### config.mk
export PLATFORM = sky130hd
export DESIGN_NAME = wildcard_glob_matcher_core_flat
export DESIGN_NICKNAME = d
export VERILOG_FILES = /design/src/wgm_pkg.sv /design/src/wgm_item_if.sv /design/src/wgm_result_if.sv /design/src/wgm_star_close.sv /design/src/wgm_engine.sv /design/src/wildcard_glob_matcher_core.sv /design/src/flat_wrapper.sv
export SDC_FILE = /design/constraint.sdc
export NUM_CORES = 1
export LEC_CHECK = 0
export ABC_AREA = 1
export BUFFER_PORTS_ARGS = -buffer_cell sky130_fd_sc_hd__buf_2
export CAP_MARGIN = 5
export CORE_ASPECT_RATIO = 1.1
export CORE_MARGIN = 5
export CORE_UTILIZATION = 45
export DETAILED_ROUTE_END_ITERATION = 10
export HOLD_SLACK_MARGIN = 0.05
export PLACE_DENSITY = 0.62
export SLEW_MARGIN = 25
export SYNTH_ARGS = -nofsm -noshare
export SYNTH_HDL_FRONTEND = slang
export SYNTH_HIERARCHICAL = 1
export SYNTH_SLANG_ARGS = --single-unit
### constraint.sdc
create_clock -name clk -period 3.65 [get_ports clk]
set_clock_uncertainty 0.05 [all_clocks]
set_input_delay 0.73 -clock clk [delete_from_list [all_inputs] [get_ports clk]]
set_output_delay 0.73 -clock clk [all_outputs]
set_load 0.005 [all_outputs]
### src/wgm_pkg.sv
// Shared types and constants for the wildcard glob matcher.
// No dependencies; every other file of the block but wgm_result_if refers to this package.
package wgm_pkg;

    // Default pattern capacity in bytes
    localparam int PATTERN_MAX_DEF = 32;

    localparam int CH_W = 8;

    // Pattern metacharacters
    localparam logic [CH_W-1:0] STAR_CH = 8'h2A;
    localparam logic [CH_W-1:0] ANY_CH  = 8'h3F;

    // Item commands
    typedef enum logic [1:0] {
        CMD_APPEND  = 2'd0,
        CMD_CLEAR   = 2'd1,
        CMD_SUBJECT = 2'd2,
        CMD_END     = 2'd3
    } cmd_t;

    // One registered item handed to the engine
    typedef struct packed {
        logic            fire;
        cmd_t            cmd;
        logic [CH_W-1:0] ch;
    } step_t;

    // Verdict given by the engine for the current subject
    typedef struct packed {
        logic matched;
        logic pattern_overflow;
    } verdict_t;

endpackage

### src/wgm_item_if.sv
// Input channel of the glob matcher: valid/ready with a command and a byte.
// Depends on wgm_pkg.
interface wgm_item_if;
    logic                      valid;
    logic                      ready;
    wgm_pkg::cmd_t             cmd;
    logic [wgm_pkg::CH_W-1:0]  ch;

    modport source (output valid, output cmd, output ch, input ready);
    modport sink   (input valid, input cmd, input ch, output ready);
endinterface

### src/wgm_result_if.sv
// Result channel of the glob matcher: valid/ready with the match verdict.
// No package dependency.
interface wgm_result_if;
    logic valid;
    logic ready;
    logic matched;
    logic pattern_overflow;

    modport source (output valid, output matched, output pattern_overflow, input ready);
    modport sink   (input valid, input matched, input pattern_overflow, output ready);
endinterface

### src/wgm_star_close.sv
// Star closure of an active-position set: activity runs forward through stars.
// Parallel-prefix form, log2 levels deep. Depends on wgm_pkg for the default size.
module wgm_star_close #(
    parameter int PATTERN_MAX = wgm_pkg::PATTERN_MAX_DEF
) (
    input  logic [PATTERN_MAX:0]   set_in,
    input  logic [PATTERN_MAX-1:0] star,
    output logic [PATTERN_MAX:0]   set_out
);

    localparam int W = PATTERN_MAX + 1;

    // c[i] = s[i] | (star[i-1] & c[i-1]), solved as a carry-style prefix
    always_comb
    begin
        logic [W-1:0] g;
        logic [W-1:0] p;
        g = set_in;
        p = {star, 1'b0};
        for (int d = 1; d < W; d = d * 2)
        begin
            g = g | (p & (g << d));
            p = p & (p << d);
        end
        set_out = g;
    end

endmodule

### src/wgm_engine.sv
// Pattern store, active-position set and overflow flag of the glob matcher.
// Depends on wgm_pkg and wgm_star_close.
module wgm_engine #(
    parameter int PATTERN_MAX = wgm_pkg::PATTERN_MAX_DEF
) (
    input  logic              clk,
    input  logic              rst_n,
    input  wgm_pkg::step_t    step,
    output wgm_pkg::verdict_t verdict
);

    localparam int W  = PATTERN_MAX + 1;
    localparam int LW = $clog2(PATTERN_MAX + 1);
    localparam int IW = (PATTERN_MAX > 1) ? $clog2(PATTERN_MAX) : 1;
    localparam logic [LW-1:0] LEN_MAX = LW'(PATTERN_MAX);

    logic [wgm_pkg::CH_W-1:0] pat_reg [PATTERN_MAX];
    logic [LW-1:0]            len_reg, len_next;
    logic [W-1:0]             act_reg, act_next;
    logic                     ovf_reg, ovf_next;

    logic                     room;
    logic                     do_write;
    logic [W-1:0]             subj_set;
    logic [W-1:0]             close_in;
    logic [PATTERN_MAX-1:0]   star_vec;

    assign room     = (len_reg < LEN_MAX);
    assign do_write = step.fire && (step.cmd == wgm_pkg::CMD_APPEND) && room;

    // Advance active positions by one subject byte
    always_comb
    begin
        logic                     in_pat;
        logic [wgm_pkg::CH_W-1:0] pb;
        subj_set = '0;
        for (int i = 0; i < PATTERN_MAX; i++)
        begin
            in_pat = (LW'(i) < len_reg);
            pb     = pat_reg[i];
            if (in_pat && act_reg[i])
            begin
                if (pb == wgm_pkg::STAR_CH)
                    subj_set[i] = 1'b1;
                else if (pb == wgm_pkg::ANY_CH || pb == step.ch)
                    subj_set[i+1] = 1'b1;
            end
        end
    end

    // Length and overflow after this item
    always_comb
    begin
        len_next = len_reg;
        ovf_next = ovf_reg;
        if (step.fire)
        begin
            case (step.cmd)
                wgm_pkg::CMD_APPEND:
                begin
                    if (room)
                        len_next = len_reg + LW'(1);
                    else
                        ovf_next = 1'b1;
                end
                wgm_pkg::CMD_CLEAR:
                begin
                    len_next = '0;
                    ovf_next = 1'b0;
                end
                default:
                begin
                    len_next = len_reg;
                    ovf_next = ovf_reg;
                end
            endcase
        end
    end

    // Star mask of the pattern as it stands after this item
    always_comb
    begin
        logic is_star;
        for (int i = 0; i < PATTERN_MAX; i++)
        begin
            if (do_write && LW'(i) == len_reg)
                is_star = (step.ch == wgm_pkg::STAR_CH);
            else
                is_star = (pat_reg[i] == wgm_pkg::STAR_CH);
            star_vec[i] = is_star && (LW'(i) < len_next);
        end
    end

    // Subject bytes advance the set; every other command re-arms at position zero
    assign close_in = (step.cmd == wgm_pkg::CMD_SUBJECT) ? subj_set : W'(1);

    wgm_star_close #(
        .PATTERN_MAX (PATTERN_MAX)
    ) u_close (
        .set_in  (close_in),
        .star    (star_vec),
        .set_out (act_next)
    );

    // Control state
    always_ff @(posedge clk or negedge rst_n)
    begin
        if (!rst_n)
        begin
            len_reg <= '0;
            ovf_reg <= 1'b0;
            act_reg <= W'(1);
        end
        else if (step.fire)
        begin
            len_reg <= len_next;
            ovf_reg <= ovf_next;
            act_reg <= act_next;
        end
    end

    // Pattern bytes, written at the current length
    always_ff @(posedge clk)
    begin
        if (do_write)
            pat_reg[len_reg[IW-1:0]] <= step.ch;
    end

    assign verdict.matched          = act_reg[len_reg] && !ovf_reg;
    assign verdict.pattern_overflow = ovf_reg;

endmodule

### src/wildcard_glob_matcher_core.sv
// An end-subject item is accepted into the input register; when it leaves that register,
// its verdict is loaded into the result register, which then offers it on the result channel.
// Throughput: one item per cycle while nothing stalls; pattern, subject and end items all pass
// through the single update stage between the input register and the result register.
// Only end-subject items stall, and only while the result register holds an untaken result.
// Reset (rst_n, async, active low): empty pattern, overflow clear, both registers empty.
// Top level of the glob matcher. Depends on wgm_pkg, the interfaces and wgm_engine.
module wildcard_glob_matcher_core #(
    parameter int PATTERN_MAX = wgm_pkg::PATTERN_MAX_DEF
) (
    input  logic        clk,
    input  logic        rst_n,
    wgm_item_if.sink    item,
    wgm_result_if.source result
);

    logic                     in_valid_reg, in_valid_next;
    wgm_pkg::cmd_t            in_cmd_reg;
    logic [wgm_pkg::CH_W-1:0] in_ch_reg;

    logic                     out_valid_reg, out_valid_next;
    logic                     out_matched_reg;
    logic                     out_ovf_reg;

    logic                     out_free;
    logic                     advance;
    logic                     is_end;
    wgm_pkg::step_t           step;
    wgm_pkg::verdict_t        verdict;

    // Handshake control
    assign is_end     = (in_cmd_reg == wgm_pkg::CMD_END);
    assign out_free   = !out_valid_reg || result.ready;
    assign advance    = in_valid_reg && (!is_end || out_free);
    assign item.ready = !in_valid_reg || advance;

    assign step.fire = advance;
    assign step.cmd  = in_cmd_reg;
    assign step.ch   = in_ch_reg;

    wgm_engine #(
        .PATTERN_MAX (PATTERN_MAX)
    ) u_engine (
        .clk     (clk),
        .rst_n   (rst_n),
        .step    (step),
        .verdict (verdict)
    );

    // Next valid flags
    always_comb
    begin
        in_valid_next = in_valid_reg;
        if (item.ready)
            in_valid_next = item.valid;

        out_valid_next = out_valid_reg;
        if (advance && is_end)
            out_valid_next = 1'b1;
        else if (result.ready)
            out_valid_next = 1'b0;
    end

    always_ff @(posedge clk or negedge rst_n)
    begin
        if (!rst_n)
        begin
            in_valid_reg  <= 1'b0;
            out_valid_reg <= 1'b0;
        end
        else
        begin
            in_valid_reg  <= in_valid_next;
            out_valid_reg <= out_valid_next;
        end
    end

    // Payload registers
    always_ff @(posedge clk)
    begin
        if (item.valid && item.ready)
        begin
            in_cmd_reg <= item.cmd;
            in_ch_reg  <= item.ch;
        end
        if (advance && is_end)
        begin
            out_matched_reg <= verdict.matched;
            out_ovf_reg     <= verdict.pattern_overflow;
        end
    end

    assign result.valid            = out_valid_reg;
    assign result.matched          = out_matched_reg;
    assign result.pattern_overflow = out_ovf_reg;

`ifndef SYNTH
    // A new result comes only from an end-subject item leaving the input register
    a_result_from_end: assert property (@(posedge clk) disable iff (!rst_n)
        $rose(out_valid_reg) |-> $past(in_valid_reg && is_end))
        else $error("result raised without an end-subject item");

    // A blocked end-subject item stays in the input register
    a_end_held: assert property (@(posedge clk) disable iff (!rst_n)
        (in_valid_reg && is_end && out_valid_reg && !result.ready)
        |=> (in_valid_reg && is_end))
        else $error("end-subject item lost while result was stalled");

    // Overflow forces a no-match verdict
    a_ovf_no_match: assert property (@(posedge clk) disable iff (!rst_n)
        out_valid_reg |-> !(out_matched_reg && out_ovf_reg))
        else $error("match reported with pattern overflow");

    // Input side only stalls with a held item
    a_ready_when_empty: assert property (@(posedge clk) disable iff (!rst_n)
        !item.ready |-> (in_valid_reg && is_end && !out_free))
        else $error("input stalled without a blocked end-subject item");
`endif

endmodule
### src/flat_wrapper.sv
// flat-port wrapper written by rule: the top's interface ports become plain ports
module wildcard_glob_matcher_core_flat 
#(
    parameter int PATTERN_MAX = wgm_pkg::PATTERN_MAX_DEF
)
  (clk, rst_n, item_valid, item_cmd, item_ch, item_ready, result_valid, result_matched, result_pattern_overflow, result_ready);
  wgm_item_if item_i ();
  wgm_result_if result_i ();
  input  logic clk;
  input  logic rst_n;
  input wire logic [$bits(item_i.valid)-1:0] item_valid;
  input wire logic [$bits(item_i.cmd)-1:0] item_cmd;
  input wire logic [$bits(item_i.ch)-1:0] item_ch;
  output wire logic [$bits(item_i.ready)-1:0] item_ready;
  output wire logic [$bits(result_i.valid)-1:0] result_valid;
  output wire logic [$bits(result_i.matched)-1:0] result_matched;
  output wire logic [$bits(result_i.pattern_overflow)-1:0] result_pattern_overflow;
  input wire logic [$bits(result_i.ready)-1:0] result_ready;
  assign item_i.valid = item_valid;
  assign item_i.cmd = item_cmd;
  assign item_i.ch = item_ch;
  assign item_ready = item_i.ready;
  assign result_valid = result_i.valid;
  assign result_matched = result_i.matched;
  assign result_pattern_overflow = result_i.pattern_overflow;
  assign result_i.ready = result_ready;
  wildcard_glob_matcher_core #(.PATTERN_MAX(PATTERN_MAX)) u_core (.clk(clk), .rst_n(rst_n), .item(item_i), .result(result_i));
endmodule
==> flow_summary.ini, run 1 <==
[critical_path]
rrSetupSlack_ps = 100
critPathSlowestCell = edfxtp_1
cpPeakStageDelay_ps = 430
crit_top_cell = nand2_1
cp_max_fo = 5
r2r_cells = 20
critPathArrivalTime_ps = 3960
worstSetupPathType = flop to flop
critPathTopFamily = simple AND/OR/NAND/NOR gates
regToRegEndpoint = u_core/u_engine/act_reg[26]
cp_cell_sequence = nand2_1, inv_1, a21oi_4, nand2_4, nor2_4, buf_4, nand3_1, o21ai_0, buf_4, nand2_1, a21oi_1, nand2_1, inv_1, nand3_1, buf_4, nor2_1, nand3_1, nand2_1, nand2_1, o21ai_0
r2r-start = u_core/in_cmd_reg[1]
worstSetupEndpointType = flop
cp-start-kind = flop
path_buf_inv = 5
worst_ep_required_time_ps = 4070

[layout]
layout.cells.non_filler = 3246
antenna_cells = 0
drive_gt1_frac = 0.124
fin_util = 0.532
largest_register_ffs = 256
post-route-cell-area_um2 = 22100
final_common_cell = nand2_1
layout_common_cells = nand2_1 (853), inv_1 (346), edfxtp_1 (268)
fillCellCount = 3909
area_growth_pct = 16.5
nets = 2676

[sta]
hold_viol_final = 0
rsz0062_at_grt = yes
finalCritPeriodShare = 0.972
period_needed_ps = 3550
final_max_slew_viol_count = 0
setup_viol = 0
fmax_ghz = 0.282
tightest_slew_ps = 937
relSlewSlack = 0.375

[synthesis]
seq_area_frac_synth = 0.480
ys_async_sr_fraction = 0.135
syn-num-nets = 2534
yosysWarnings = 6
ys_seq_elements = 310
syn_inst = 2515
synth_ff_type = edfxtp_1
synthesis.area_um2 = 18900
ys_types = 45
synth_edf_count = 268
synth_area_per_cell_um2 = 7.53

[power_and_ir_drop]
p_leak_nw = 9.54
fin_total_pwr_mw = 8.48
swShare = 0.255
powerDensity_nw_per_um2 = 384
clockPowerShare = 0.431
seqPwrFrac = 0.462
combPwrFrac = 0.108
ir_worst_vdd_uv = 419
p_sw_mw = 2.16
p_int_mw = 6.32

[clock_network]
cts_buffers = 37
cts-root-buf = clkbuf_16
h-tree-depth = 2
ctsHoldBuffers = 0
clk_pin_slew_ps = 60
cts_sinks = 310
clock_path_buffers = 3
cts_tree = done
clk_latency_ps = 550

[die]
dieArea_um2 = 46300
ios = 18
die_y_um = 225
initial_core_util = 0.457
die_w_um = 206
core_area_um2 = 41500
rows = 78

[place]
hpwl_mm = 47.1
placed_area_um2 = 20700
place.gp.congestion = 1.07
placedCellCount = 3173
io_buffers = 17

[drt]
ant_nets = 0
drc = 0
vias = 17600
drt-initial-drc-count = 1669
viasPerCell = 5.43
wl_per_cell_um = 20.3
first_pass_iters = 5
wl_mm = 66.0

[global_route]
grt_pass1_wl_mm = 99.7
grt_pass1_vias = 17200
grt_max_degree = 65
grt-ovfl-total = 0
antenna_found_initial = 0
grt_usage = 0.284

[min_path]
hold_class = input port to asynchronous set/reset pin

[outcome]
status = finished, final reports clean

[run]
cap_violations = 0
## per-layer routing
metal | track usage | wire length, um | vias to the layer above
li1 | - | - | 8451
met1 | 0.374 | 27500 | 8242
met2 | 0.464 | 30500 | 742
met3 | 0.0468 | 4800 | 177
met4 | 0.123 | 3260 | 0
met5 | 0 | 0 | -
## kinds of logic after synthesis
| logic type | share of synthesized area |
|---|---|
| buf+inv | 0.0869 |
| xor+xnor | 0.0328 |
| compound gates | 0.0594 |
| mux | 0.000528 |
| simple gates | 0.337 |
| flops | 0.480 |
| fa+ha+maj | 0.00330 |
## per-stage QoR
step                setup TNS [ps]  hold slack [ps]  setup WS, ps
floorplan                        0              384           309
global placement             -3450              413          -249
detailed placement           -3960              417          -251
CTS                              0              253          38.6
global route                  -328              289         -69.1
finish                           0              274           103
## how the worst max path moves through the flow
stage,end,from,cells after the start
after global routing,u_core/u_engine/act_reg[17],u_core/in_cmd_reg[1],22
after CTS,u_core/u_engine/act_reg[23],u_core/in_cmd_reg[0],22
after global placement,u_core/u_engine/act_reg[21],result_ready,22
final,u_core/u_engine/act_reg[26],u_core/in_cmd_reg[1],20
after floorplan,u_core/u_engine/act_reg[30],u_core/u_engine/len_reg[0],20
after detailed placement,u_core/u_engine/act_reg[21],result_ready,22
## power groups by stage
stage	clock network (mW)	registers [mW]	logic [mW]
6_report	3.65	3.92	0.912
5_1_grt	3.89	3.92	0.976
4_1_cts	3.74	3.91	0.885
3_5_place_dp	0	3.99	0.883
3_3_place_gp	0	3.99	0.879
2_1_floorplan	0	4.00	0.436
## cell usage after synthesis (2+ instances only)
cell | count | area [um2]
nand2_1 | 858 | 3220
inv_1 | 347 | 1300
o211ai_1 | 10 | 75.1
buf_2 | 19 | 95.1
clkbuf_1 | 44 | 165
and2_1 | 3 | 18.8
o22ai_1 | 2 | 12.5
clkinv_1 | 5 | 18.8
or2_2 | 27 | 169
nand4_1 | 112 | 701
a21oi_1 | 92 | 460
nand3_2 | 5 | 50.1
nand2b_1 | 2 | 12.5
xnor2_1 | 67 | 587
nor2_4 | 2 | 22.5
nor4_1 | 12 | 75.1
xor2_1 | 4 | 35.0
nor2_1 | 241 | 905
a31oi_1 | 4 | 25.0
buf_1 | 3 | 11.3
nand3b_1 | 2 | 15.0
nor2_2 | 9 | 56.3
o21ai_0 | 86 | 430
a21o_1 | 5 | 37.5
ha_1 | 5 | 62.6
dfrtp_1 | 41 | 1030
a211oi_1 | 2 | 15.0
inv_2 | 5 | 18.8
nand3_1 | 141 | 706
nor3_1 | 58 | 290
nand2_2 | 15 | 93.8
buf_4 | 3 | 22.5
edfxtp_1 | 268 | 8050
o21a_1 | 4 | 30.0
o21bai_1 | 2 | 15.0
## area by class of cell
type	instances	area, um2	share of cell area
clock buffers	51	1050	0.0476
repair buffers	172	1360	0.0617
multi-input cells	1779	8360	0.379
well taps	560	701	0.0317
clock inverters	17	153	0.00692
inverters	357	1350	0.0610
flip-flops and latches	310	9100	0.412
## what timing repair did
| action | in CTS | in global routing |
|---|---|---|
| gates resized for setup | 1 | 44 |
| pin swaps | 0 | 4 |
| setup buffers | 0 | 4 |
| gates cloned | 0 | 1 |
| setup endpoints to repair | 15 | 24 |
Note: power is estimated with default switching activity, not from simulation.
==> run 2, diff against run 1 <==
- CAP_MARGIN: 5 -> 20
- PLACE_DENSITY: 0.62 -> 0.7
==> flow_summary.ini, run 2 (synthesized netlist as in run 1, its figures left out) <==
[outcome]
status = finished, final reports clean

[global_route]
grt_usage = 0.290
grt_use_met2 = 0.485
grt_pass1_wl_mm = 101
grt_busiest_layer = met2
grtUsageMet3 = 0.0423
antenna_found_initial = 1
grtUsageMet1 = 0.369
grt-ovfl-total = 0
grt_pass1_vias = 17400
grt_max_degree = 65

[place]
pre_cts_ws_ps = -161
placed_area_um2 = 21000
place.gp.congestion = 1.06
io_buffers = 17
hpwl_mm = 48.2

[clock_network]
clk_latency_ps = 560
cts_sinks = 310
cts-root-buf = clkbuf_16
ctsHoldBuffers = 0
h-tree-depth = 2
cts_buffers = 36
clk_pin_slew_ps = 60
cts_tree = done
clock_path_buffers = 3

[layout]
nets = 2707
post-route-cell-area_um2 = 22400
fin_util = 0.540
antenna_cells = 0
largest_register_ffs = 256
drive_gt1_frac = 0.130
layout_common_cells = nand2_1 (857), inv_1 (346), edfxtp_1 (268)
area_growth_pct = 18.1
final_common_cell = nand2_1

[drt]
first_pass_iters = 8
viasPerCell = 5.50
wl_per_cell_um = 20.8
vias = 18000
wl_mm = 68.0
ant_nets = 0
drc = 0
drt-initial-drc-count = 1586

[critical_path]
path_buf_inv = 5
worstSetupEndpointType = flop
worstSetupPathType = flop to flop
cp-start-kind = flop
rrSetupSlack_ps = 220
worst_ep_required_time_ps = 4000
critPathSlowestCell = edfxtp_1
critPathTopFamily = simple AND/OR/NAND/NOR gates
cp_max_fo = 5
crit_top_cell = nand2_1
cpPeakStageDelay_ps = 410
cp_cell_sequence = nand2_1, inv_1, a21oi_4, nand2_2, nor2_4, buf_4, nand2_1, nand3_1, nand2_1, buf_4, nor2_2, buf_4, a21oi_1, nand2_1, inv_1, o21ai_0, nand3_2, nand2_1, nand2_1, nand2_1, nand3_1, nand2_1, o21ai_0
critPathArrivalTime_ps = 3780

[power_and_ir_drop]
ir_worst_vdd_uv = 393
clockPowerShare = 0.449
p_leak_nw = 9.76
swShare = 0.249
powerDensity_nw_per_um2 = 394
p_int_mw = 6.62
fin_total_pwr_mw = 8.82
p_sw_mw = 2.20
combPwrFrac = 0.107
seqPwrFrac = 0.444

[sta]
finalCritPeriodShare = 0.941
tightest_slew_ps = 936
setup_viol = 0
hold_viol_final = 0
fmax_ghz = 0.291
final_max_slew_viol_count = 0
period_needed_ps = 3430
relSlewSlack = 0.370
setup_slack_ps = 217
rsz0062_at_grt = no

[min_path]
hold_class = input port to asynchronous set/reset pin

[die]
die_y_um = 225
initial_core_util = 0.457
ios = 18
rows = 78
dieArea_um2 = 46300
die_w_um = 206
core_area_um2 = 41500

[run]
cap_violations = 0
-- run 2: changes by cell type in the layout (fill, tap and decap cells not counted), sizes merged --
cell	delta
bufinv	+5
clkbuf	-8
buf	+33
nand2	-1
inv	+3
clkinvlp	-1
clkinv	-2
-- run 2: final cells by class --
| type | instances | area (um2) |
|---|---|---|
| Clock buffer | 43 | 990 |
| Clock inverter | 22 | 324 |
| Fill cell | 3812 | 19100 |
| Inverter | 357 | 1340 |
| Multi-Input combinational cell | 1778 | 8280 |
| Sequential cell | 310 | 9100 |
| Tap cell | 560 | 701 |
| Timing Repair Buffer | 205 | 1650 |
-- run 2: worst reg2reg max path, cell delays in order (launching register included) --
cell and delay, ps:
edfxtp_1 410, nand2_1 110, inv_1 80, a21oi_4 210, nand2_2 140, nor2_4 120
buf_4 130, nand2_1 70, nand3_1 140, nand2_1 140, buf_4 160, nor2_2 150
buf_4 170, a21oi_1 100, nand2_1 90, inv_1 50, o21ai_0 190, nand3_2 200
nand2_1 120, nand2_1 140, nand2_1 100, nand3_1 60, nand2_1 60, o21ai_0 90
-- run 2: layer usage --
| layer | vias up | share of wire |
|---|---|---|
| met5 | - | 0 |
| met4 | 0 | 0.054 |
| met3 | 192 | 0.069 |
| met2 | 795 | 0.47 |
| met1 | 8539 | 0.40 |
| li1 | 8488 | - |
-- run 2: power groups by stage --
stage | Sequential [mW] | Combinational (mW) | Clock [mW]
finish | 3.91 | 0.944 | 3.96
global route | 3.91 | 0.998 | 4.18
CTS | 3.91 | 0.927 | 4.02
detailed placement | 3.99 | 0.922 | 0
global placement | 3.98 | 0.914 | 0
floorplan | 4.00 | 0.436 | 0
-- run 2: final timing paths --
path,from,to,cells after the start
min reg2reg,u_core/u_engine/act_reg[0],u_core/u_engine/act_reg[0],2
min,rst_n,u_core/u_engine/act_reg[12],2
max reg2reg,u_core/in_cmd_reg[0],u_core/u_engine/act_reg[25],23
max,u_core/in_cmd_reg[0],u_core/u_engine/act_reg[25],23
max in group asynchronous,rst_n,u_core/u_engine/act_reg[21],2
min in group clk,item_ch[7],u_core/in_ch_reg[7],1
-- run 2: metrics by stage --
step | TNS [ps] | std cells | hold slack (ps)
global placement | -3450 | 3209 | 425
detailed placement | -1780 | 3209 | 418
global route | 0 | 3275 | 284
CTS | 0 | 3274 | 277
floorplan | 0 | 2515 | 384
finish | 0 | 3275 | 274
-- run 2: repair_timing --
item / in CTS / in global routing
setup endpoints to repair: 0 / 22
buffers inserted: 0 / 1
resized for setup: 0 / 25
==> run 3, diff against run 2 <==
- PLACE_DENSITY: 0.7 -> unset
==> flow_summary.ini, run 3 (synthesized netlist as in run 1, its figures left out) <==
[sta]
fmax_ghz = 0.287
period_needed_ps = 3490
tightest_slew_ps = 1120
hold_viol_final = 0
final_max_slew_viol_count = 0
setup_viol = 0
finalHoldWorstSlack_ps = 167
rsz0062_at_grt = yes
relSlewSlack = 0.251
finalCritPeriodShare = 0.956

[clock_network]
h-tree-depth = 2
cts_buffers = 36
clk_pin_slew_ps = 60
cts_tree = done
clk_latency_ps = 550
cts-root-buf = clkbuf_16
clock_path_buffers = 3
cts_sinks = 310

[power_and_ir_drop]
p_sw_mw = 2.11
seqPwrFrac = 0.470
powerDensity_nw_per_um2 = 382
p_leak_nw = 9.41
swShare = 0.253
p_int_mw = 6.22
combPwrFrac = 0.108
clockPowerShare = 0.422
fin_total_pwr_mw = 8.33
ir_worst_vdd_uv = 432

[drt]
drc = 0
vias = 17600
drt-initial-drc-count = 1499
ant_nets = 0
first_pass_iters = 6
wl_mm = 63.3
viasPerCell = 5.44
wl_per_cell_um = 19.6

[global_route]
grt_usage = 0.271
grt_max_degree = 65
antenna_found_initial = 1
grt_pass1_wl_mm = 95.8
grt-ovfl-total = 0
grt_pass1_vias = 17000

[layout]
antenna_cells = 0
nets = 2660
layout_common_cells = nand2_1 (856), inv_1 (347), edfxtp_1 (268)
final_common_cell = nand2_1
post-route-cell-area_um2 = 21800
layout.cells.non_filler = 3226
drive_gt1_frac = 0.112
largest_register_ffs = 256
area_growth_pct = 15.1

[critical_path]
worstSetupEndpointType = flop
critPathArrivalTime_ps = 3910
cp_max_fo = 5
cp-start-kind = flop
worstSetupPathType = flop to flop
startpoint = u_core/in_cmd_reg[1]
worst_ep_required_time_ps = 4070
r2r-start = u_core/in_cmd_reg[1]

[die]
ios = 18
dieArea_um2 = 46300
rows = 78
die_y_um = 225
die_w_um = 206
initial_core_util = 0.457
core_area_um2 = 41500

[place]
placed_area_um2 = 20600
hpwl_mm = 44.2
place.gp.congestion = 1.04
placedCellCount = 3163
io_buffers = 17

[run]
cap_violations = 0

[min_path]
hold_class = input port to asynchronous set/reset pin

[outcome]
status = finished, final reports clean
==> run 3: final timing paths <==
path	end	slack, ps	cells after the start
min in group clk	u_core/in_ch_reg[1]	310	1
setup reg to reg	u_core/u_engine/act_reg[28]	160	19
setup / recovery	u_core/u_engine/act_reg[28]	160	19
max in group asynchronous	u_core/u_engine/act_reg[0]	2510	2
hold / removal	u_core/u_engine/act_reg[29]	170	1
hold reg to reg	u_core/u_engine/act_reg[6]	440	2
==> run 3: area by class of cell <==
cell class,instances,area [um2]
Inverter,357,1340
Fill cell,3958,19700
Tap cell,560,701
Multi-Input combinational cell,1778,8300
Clock buffer,49,1010
Timing Repair Buffer,158,1230
Clock inverter,14,125
Sequential cell,310,9100
==> run 3: routing by layer <==
metal	wire length [um]	vias to the layer above	GRT usage
met3	5090	176	0.0538
met2	28600	709	0.435
met1	26400	8271	0.357
li1	-	8398	-
met4	3120	2	0.124
met5	13	-	0
==> run 3: timing repair <==
action                     CTS  global route
buffers inserted             0             0
pin swaps                    0             1
setup endpoints to repair    1            20
hold buffers                 0             0
gates resized for setup      1            30
==> run 3: power by group through the flow <==
stage | Clock (mW) | Sequential, mW | Combinational, mW
after detailed placement | 0 | 3.98 | 0.877
after global placement | 0 | 3.98 | 0.875
after floorplan | 0 | 4.00 | 0.436
after global routing | 3.75 | 3.91 | 0.960
final | 3.51 | 3.91 | 0.903
after CTS | 3.59 | 3.91 | 0.880
==> run 3: critical path, stage by stage, from the launching register on <==
cell and delay (ps):
edfxtp_1 410, nand2_1 100, inv_1 90, a21oi_4 300, nand3_2 210, nor2_1 170
inv_1 180, nor2_1 210, nand2_1 70, o21ai_0 180, nand3_1 130, a21oi_1 300
nand2_1 160, nor2_1 220, inv_1 90, nor4_1 210, nand2_1 100, nand2_1 60
nand2_1 50, o21ai_0 90
==> run 3: stage by stage <==
step	utilization	setup TNS (ps)	worst slack [ps]
2_1_floorplan	-	0	309
3_3_place_gp	0.496	-3750	-279
3_5_place_dp	0.496	-3240	-267
4_1_cts	0.524	0	40.6
5_1_grt	0.526	-35.9	-25.7
6_report	0.526	0	162
